File: src/rsec_regfile.sv
`timescale 1ns / 1ps
module rsec_regfile (
  input  logic        clk_i,
  input  logic        rst_ni,
  input  logic        rd_en_i,
  input  logic [4:0]  raddr_a_i,
  input  logic [4:0]  raddr_b_i,
  input  logic        we_i,
  input  logic [4:0]  waddr_i,
  input  logic [31:0] wdata_i,
  output logic [31:0] rdata_a_o,
  output logic [31:0] rdata_b_o
);
  logic [31:0] mem [32];
  logic [31:0] valid_q;
  logic [4:0]  raddr_a_q;
  logic [4:0]  raddr_b_q;
  logic [31:0] rdata_a_q;
  logic [31:0] rdata_b_q;

  always_ff @(posedge clk_i or negedge rst_ni) begin
    if (!rst_ni) begin
      valid_q <= '0;
    end else if (we_i) begin
      valid_q[waddr_i] <= 1'b1;
    end
  end

  always_ff @(posedge clk_i) begin
    if (we_i) begin
      mem[waddr_i] <= wdata_i;
    end
    if (rd_en_i) begin
      rdata_a_q <= mem[raddr_a_i];
      rdata_b_q <= mem[raddr_b_i];
      raddr_a_q <= raddr_a_i;
      raddr_b_q <= raddr_b_i;
    end
  end

  assign rdata_a_o = valid_q[raddr_a_q] ? rdata_a_q : 32'd0;
  assign rdata_b_o = valid_q[raddr_b_q] ? rdata_b_q : 32'd0;

endmodule

File: config.mk
export PLATFORM = sky130hd
export DESIGN_NAME = rsec_regfile
export DESIGN_NICKNAME = d
export VERILOG_FILES = /design/src/rsec_regfile.sv
export SDC_FILE = /design/constraint.sdc
export NUM_CORES = 1
export LEC_CHECK = 0
export BUFFER_PORTS_ARGS = -buffer_cell sky130_fd_sc_hd__buf_2
export CAP_MARGIN = 10
export CORE_MARGIN = 2
export CORE_UTILIZATION = 30
export DETAILED_ROUTE_END_ITERATION = 10
export PLACE_DENSITY = 0.48
export SYNTH_ARGS = -nofsm -noshare
export SYNTH_HDL_FRONTEND = slang
export SYNTH_SLANG_ARGS = --single-unit
File: constraint.sdc
create_clock -name clk_i -period 3.45 [get_ports clk_i]
set_input_delay 0.1725 -clock clk_i [delete_from_list [all_inputs] [get_ports clk_i]]
set_output_delay 0.1725 -clock clk_i [all_outputs]
set_load 0.05 [all_outputs]
**Word level (Yosys, flattened, before mapping)**

Memory sizes are Yosys's and may differ from the RTL's. A register that Yosys moved wholly into a read port is not among the register bits.
Cells that the tools add are included.

- Bitwise operators: 1
- Muxes and demuxes: 10
- Reduce and logical (&&, ||, !) cells: 1
- Order comparisons: 4
- Add/subtract/negate cells: 0
- Divide/modulo/power cells: 0
- Equal/unequal tests: 0
- Multiply operators: 0
- Shift operators: 0

Operators by type and width:

| kind | count |
|---|---|
| $mux 32 | 2 |
| $or 32x32->32 | 1 |
| $lt 5x6->1 const B | 3 |
| $bmux 1 s5 | 2 |
| $demux 1 s5 | 1 |
| $ge 5x1->1 const B | 1 |
| $mux 1 | 5 |
| $logic_and 1x1->1 | 1 |

- Memories kept: 1
- Latch bits: 0
- Input bits: 51
- ROM bits: 0
- Memory bits (writable): 1,024
- Output and inout bits: 64
- Register bits: 42

Memory list:

| memory | words | bits a word | read ports | clocked after Yosys merged registers in | write ports | line | RTL |
|---|---|---|---|---|---|---|---|
| mem | 32 | 32 | 2 | 2 | 1 | 14 | `logic [31:0] mem [32];` |

**Depth between registers and ports, before layout**

Gate-level depths: netlist (run 1).

- Depth after elaboration: 5
- Mapped depth: 8

**Least setup slack after synthesis (run 1)**

OpenSTA, ideal clock, no wires.

- Path kind: reg-to-output
- Start: reg raddr_b_q[1]
- End: out rdata_b_o[10]
- Stages on the path, launching flop included: 8
- Setup slack: 0.578 ns
- Buffers on the path: 3
- Arrival time: 2.700 ns
- Path through: edfxtp_1 -> buf_2 -> buf_4 -> mux2i_1 -> a2111oi_0 -> a22oi_1 -> clkbuf_1 -> a21boi_0

- Longest elaborated chain between the ends: 3

Ends and longest elaborated chain:

| element | line | RTL |
|---|---|---|
| start: declaration | 17 | `logic [4:0] raddr_b_q;` |
| start signal: assignment | 37 | `raddr_b_q <= raddr_b_i;` |
| $bmux 1 s5 | 42 | `assign rdata_b_o = valid_q[raddr_b_q] ? rdata_b_q : 32'd0;` |
| $mux 1 (implied by the code) | 42 |  |
| $mux 32 | 42 |  |
| end: declaration | 12 | `output logic [31:0] rdata_b_o` |

Every way passes these cells. The select of a mux whose other input is x is not followed.

**Worst setup path in the final report (run 1)**

- Start: reg raddr_b_q[1]
- End: out rdata_b_o[26]

Same word-level chain as after synthesis.

==> flow_summary_export.csv, run 1 <==
group,metric,value,unit
power_and_ir_drop,p_per_area,541.0,nW/um^2
setup_path,start_kind,"flip-flop",
cts,cts_max_level,4,
place,place_inst,4511,
cts,cts_buffers,132,
power_and_ir_drop,p_int,24.84,mW
global_routing,antenna_found_initial,10,
setup_path,crit_type,"flip-flop to output pin",
setup_path,r2r_slack,1.42,ns
place,hpwlAfterDp,93250,um
setup_path,timing.rr.start,"mem[27][18]",
die,initial_core_util,30.22,%
logic_synthesis,synth.net_count,2268,
drt,viasPerCell,5.478,
layout,stdcell_count,4806,
logic_synthesis,syn_avg_cell_area,23.13,sq um
global_routing,grt_pass1_vias,28710,
layout,drive_gt1_share,47.33,%
place,gp_congestion,0.7875,
setup_path,worstRegToRegCells,3,
global_routing,grt_max_degree,59,
cts,clock_sinks,1130,
power_and_ir_drop,clkPwrFrac,42.3,%
die,die_h,417.4,um
sta,max_freq,302.6,MHz
hold_path,holdPathStages,3,
logic_synthesis,synth_top_area_share,64.31,%
layout,area_growth_syn_to_layout,17.63,%
sta,fin_crit_sh,95.78,%
drt,wl_per_cell,33.43,um
power_and_ir_drop,power_frac_comb,9.9,%
logic_synthesis,yosysTopAreaCell,"edfxtp_1",
cts,cts.reportedPaths.clkPinSlew,0.06,ns
drt,met2WireLength,82090,um
sta,finalHoldViolations,0,
global_routing,grt_usage,18.55,%
sta,rsz0062_at_grt,"no",
logic_synthesis,ys_seq_elements,1130,
cts,insertion_delay,0.77,ns
setup_path,reg2reg_to,"rdata_b_q[18]",
setup_path,arrival,3.13,ns
place,port_buffers,114,
cts,cts_tree,"done",
cts,cts_buffer_depth,3,
die,core_area,169700,sq um
hold_path,hp-start,"waddr_i[3]",
drt,drc_errors,0,
setup_path,endpoint_kind,"output pin",
drt,highest_layer,"met5",
power_and_ir_drop,power.total,32.63,mW
drt,num_vias,26330,
sta,worst_slew_pin_slew,0.9409,ns
sta,max-slew-margin-rel,37.27,%
global_routing,grt_pass1_wl,225700,um
sta,skew,0.03721,ns
logic_synthesis,seq_area_frac_synth,65.87,%
logic_synthesis,synthCells,2217,
sta,slew_viol_final,0,
power_and_ir_drop,switching_share,23.86,%
sta,period_needed,3.305,ns
logic_synthesis,netlist_area,51270,sq um
cts,root_buffer,"clkbuf_16",
drt,wl_met1,64540,um
die,io_pins,115,
drt,drtIter0Drc,2398,
logic_synthesis,synth_area_leaders,"edfxtp_1 (64%), mux4_2 (28%), dfrtp_1 (1.6%)",
drt,wirelength,160700,um
die,die_area,174200,sq um
drt,drt-pass1-iter-count,5,
power_and_ir_drop,p_sw,7.786,mW
power_and_ir_drop,ir_drop,0.3781,mV
outcome,outcome,"completed",
power_and_ir_drop,cellLeakagePower,18.87,nW
die,row_count,151,
global_routing,grt-ovfl-total,0,
die,die_width,417.4,um
flow_run,cap_violations,0,
logic_synthesis,synthArstFlopShare,2.832,%
hold_path,hold_class,"input pin to flip-flop",
logic_synthesis,synth-edff-count,1098,
power_and_ir_drop,seqPwrFrac,47.8,%
drt,drtAntennaViolNets,0,
logic_synthesis,synth_flop_cell,"edfxtp_1",
drt,route.met3.wl,8542,um
setup_path,crit_path_max_fanout,20,
sta,finalSetupViolCount,0,
setup_path,required,3.28,ns
hold_path,whs_endpoint,"mem[6][18]",
logic_synthesis,synth_cell_types,33,
logic_synthesis,ys_warn_count,0,
layout,nNetsFinal,2526,
[how the worst max path moves through the flow]
stage / from / end / slack [ns] / cells after the start
floorplan: raddr_b_q[1] / rdata_b_o[10] / 0.58 / 7
global route: raddr_b_q[1] / rdata_b_o[26] / 0.007 / 8
finish: raddr_b_q[1] / rdata_b_o[26] / 0.15 / 8
global placement: raddr_b_q[1] / rdata_b_o[23] / 0.43 / 7
detailed placement: raddr_b_q[1] / rdata_b_o[23] / 0.41 / 7
CTS: raddr_b_q[1] / rdata_b_o[29] / -0.003 / 8
[flip-flops by register name, indices dropped and copies added, names as in the netlist]
name	count
rdata_b_q	32
mem	1024
valid_q	32
raddr_a_q	5
rdata_a_q	32
raddr_b_q	5
[logic make-up (layout without fill, tap and decap cells)]
group,count (synthesis),count (layout),share of synthesized area [%]
compound gates,84,84,1.223
flops,1130,1130,65.87
other cells,0,4,0
buf+inv,168,535,1.752
simple gates,99,99,1.005
mux,736,736,30.15
[power groups by stage]
stage | clock (mW) | sequential (mW) | combinational (mW)
after global routing | 14.6 | 15.6 | 3.41
after global placement | 0 | 15.9 | 3.18
after floorplan | 0 | 15.8 | 2.10
final | 13.8 | 15.6 | 3.23
after detailed placement | 0 | 15.9 | 3.21
after CTS | 14.1 | 15.6 | 3.29
[through the flow]
step | setup slack, ns | setup TNS, ns | hold slack, ns | utilization, % | instance area (sq um)
3_3_place_gp | 0.4299 | 0 | 0.2624 | 32.76 | 55580
5_1_grt | 0.007040 | 0 | 0.08841 | 35.54 | 60300
6_report | 0.1455 | 0 | 0.1206 | 35.55 | 60310
3_5_place_dp | 0.4091 | 0 | 0.2818 | 32.76 | 55580
4_1_cts | -0.003028 | -0.003028 | 0.04867 | 35.54 | 60290
2_1_floorplan | 0.5779 | 0 | -0.1231 | - | 51270
[placed cells by master (no fill, tap or decap), drive strengths merged]
cell / n
or3: 1
or2: 32
dfrtp: 32
nor2: 36
bufinv: 10
or3b: 3
nor2b: 3
and2: 2
a211oi: 1
a22oi: 7
clkbuf: 168
dlygate4sd3: 38
buf: 252
o2bb2ai: 1
mux2i: 28
a21boi: 64
mux4: 640
a221oi: 2
nand3: 2
nand2: 10
nand3b: 5
a2111oi: 1
inv: 7
o21ai: 1
a21oi: 3
clkinv: 52
a31oi: 2
mux2: 68
diode: 4
o211ai: 1
edfxtp: 1098
o2111a: 1
nand2b: 3
and3: 2
clkinvlp: 8
[timing repair]
action                                   CTS  global route
pin swaps                                  1             0
hold buffers                              38             0
endpoints found under the setup margin    51             5
hold endpoints to repair                1076             0
resized for setup                          7             5
setup buffers                             10             0
[metal layers]
layer	vias to the layer above	global-route usage, %
met3	276	3.076
met2	903	31.94
met5	-	0
met4	4	6.523
met1	14710	23.68
li1	10430	-
[cell type report]
type | count | area (sq um)
fillers | 15480 | 109400
flip-flops and latches | 1130 | 33770
multi-input cells | 919 | 16890
clock buffers | 167 | 3541
well taps | 2218 | 2775
repair buffers | 291 | 2616
clock inverters | 76 | 704.4
diodes | 4 | 10.01
inverters | 1 | 3.754
[cells in the mapped netlist (2+ instances only)]
cell / count
a21boi_0: 64
a21oi_1: 3
a221oi_1: 2
a22oi_1: 7
a31oi_1: 2
and2_1: 2
and3_1: 2
buf_1: 18
buf_2: 7
buf_4: 41
buf_6: 14
clkbuf_1: 87
dfrtp_1: 32
edfxtp_1: 1098
mux2_2: 68
mux2i_1: 28
mux4_2: 640
nand2_1: 10
nand2b_1: 3
nand3_1: 2
nand3b_1: 5
nor2_1: 36
nor2b_1: 3
or2_2: 32
or3b_2: 3
[critical path, cell delays in order, from the launching register on]
cell and delay, ns:
edfxtp_1 0.32, buf_4 0.17, buf_4 0.21, mux2_2 0.34, o2111a_1 0.25, a22oi_2 0.17, buf_4 0.41, a21boi_0 0.21
clkbuf_4 0.26
No activity file was read; power rests on OpenSTA's default activity.
==> run 2, diff against run 1 <==
CORE_MARGIN = not set   (was 2)
==> run 2 against run 1 <==
Against the previous run: global-route usage down 0.24 points; fmax decreased by 1.1%; sequential power about the same; largest power group unchanged; highest routed layer unchanged.
==> flow_summary_export.csv, run 2 (synthesis gave the netlist of run 1 again) <==
group,metric,value,unit
setup_path,arrival,3.17,ns
global_routing,grt-ovfl-total,0,
power_and_ir_drop,cellLeakagePower,18.90,nW
setup_path,start_kind,"flip-flop",
drt,wirelength,157900,um
setup_path,crit_path_max_fanout,20,
layout,final_common_cell,"edfxtp_1",
global_routing,grt_max_degree,62,
setup_path,setup.worst_path.end,"rdata_b_o[0]",
cts,cts_max_level,3,
die,core_area,169500,sq um
cts,cts_buffers,121,
layout,nNetsFinal,2510,
setup_path,reg2reg_to,"rdata_a_q[6]",
setup_path,cpMostUsedCell,"buf_4",
drt,highest_layer,"met5",
layout,register_area,33770,sq um
cts,insertion_delay,0.73,ns
power_and_ir_drop,ir_drop,0.4145,mV
sta,skew,0.02641,ns
outcome,outcome,"completed",
die,initial_core_util,30.25,%
place,hpwlAfterDp,86520,um
layout,area_growth_syn_to_layout,18.11,%
sta,tns,0,ns
cts,root_buffer,"clkbuf_16",
layout,largest_register_ffs,1024,
sta,fin_crit_sh,96.85,%
drt,drc_errors,0,
drt,wl_per_cell,33.01,um
setup_path,critPathLaunch,"raddr_b_q[1]",
die,die_area,172600,sq um
sta,finalHoldViolations,0,
layout,drive_gt1_share,47.60,%
cts,cts_buffer_depth,3,
global_routing,grt_pass1_wl,221900,um
drt,met2WireLength,85000,um
sta,max-slew-margin-rel,30.01,%
sta,slew_viol_final,0,
die,io_pins,115,
setup_path,crit_type,"flip-flop to output pin",
setup_path,r2r_slack,1.46,ns
flow_run,cap_violations,0,
drt,viasPerCell,5.432,
drt,route.met3.wl,7103,um
layout,top_register,"mem",
sta,max_freq,299.3,MHz
power_and_ir_drop,p_per_area,541.1,nW/um^2
setup_path,max_stage_delay,0.45,ns
cts,clock_sinks,1130,
place,port_buffers,114,
layout,fillers,15240,
setup_path,endpoint_kind,"output pin",
hold_path,hold_class,"input pin to flip-flop",
global_routing,antenna_found_initial,7,
sta,finalSetupViolCount,0,
setup_path,slowest_stage,"buf_4",
drt,wl_met1,61290,um
global_routing,grt_pass1_vias,28480,
drt,drtIter0Drc,2233,
cts,cts_tree,"done",
power_and_ir_drop,power.total,32.77,mW
die,row_count,151,
layout,multiInputGateArea,16880,sq um
die,die_width,415.4,um
cts,cts.reportedPaths.clkPinSlew,0.06,ns
drt,drt-pass1-iter-count,5,
drt,drtAntennaViolNets,0,
setup_path,timing.rr.start,"mem[3][6]",
sta,worst_slew_pin_slew,1.050,ns
global_routing,grt_usage,18.31,%
place,gp_congestion,0.7857,
drt,num_vias,25990,
die,die_h,415.4,um
setup_path,cp_cell_sequence,"buf_4 > mux2_2 > o2111a_1 > a22oi_2 > buf_4 > a21boi_0 > clkbuf_4",
setup_path,worstRegToRegCells,3,
sta,period_needed,3.341,ns
setup_path,required,3.28,ns
sta,rsz0062_at_grt,"no",
layout,most-common-layout-cells,"edfxtp_1 (1098), mux4_2 (640), clkbuf_16 (123)",
## run 2: cell type report
| type | instances | share of cell area, % |
|---|---|---|
| multi-input cells | 919 | 27.88 |
| diodes | 2 | 0.008264 |
| well taps | 2218 | 4.583 |
| flip-flops and latches | 1130 | 55.77 |
| inverters | 1 | 0.006198 |
| repair buffers | 286 | 4.752 |
| clock buffers | 151 | 5.306 |
| clock inverters | 78 | 1.698 |
## run 2: worst min-delay path by stage
stage               startpoint            to  slack, ns  cells after the start
finish                 rd_en_i  rdata_b_q[3]       0.04                      1
global route           rd_en_i  rdata_b_q[3]       0.04                      1
CTS                    rd_en_i  rdata_b_q[3]       0.02                      1
detailed placement      rst_ni   valid_q[16]       0.29                      1
global placement        rst_ni   valid_q[13]       0.27                      1
floorplan               rst_ni    valid_q[0]      -0.12                      0
## run 2: what timing repair did
item                                     CTS  global route
resized for setup                          0             2
hold buffers                              34             0
pin swaps                                  0             0
endpoints found under the setup margin    53            16
setup buffers                              6             2
hold endpoints to repair                1057             0
## run 2: power by group
group / leakage (nW) / total, mW / internal, mW / switching, mW
logic: 6.53 / 3.22 / 1.38 / 1.84
clock network: 2.06 / 13.9 / 8.39 / 5.56
registers: 10.3 / 15.6 / 15.4 / 0.192
## run 2: stage by stage
stage          hold WS, ns  utilization (%)  cells  instance area [sq um]  setup WS, ns
2_1_floorplan      -0.1231                -   2217                  51270        0.5779
3_3_place_gp        0.2655            32.98   4512                  55880        0.6571
3_5_place_dp        0.2938            32.98   4512                  55880        0.5858
4_1_cts            0.02361            35.71   4781                  60520      0.008886
5_1_grt            0.04031            35.73   4784                  60560      0.003778
6_report           0.04001            35.73   4785                  60560        0.1086
## run 2: routing by layer
metal	GRT usage (%)	vias up
li1	-	10390
met1	22.30	14540
met2	33.53	834
met3	2.320	222
met4	5.593	4
met5	0	-
## run 2: worst max-delay path: cells and delay by family, from the launching register on
kind                   cells  cell delay (ns)
AO/OA/AOI/OAI              3             0.82
buffers and inverters      3             0.87
flip-flops                 1             0.39
multiplexers               1             0.34
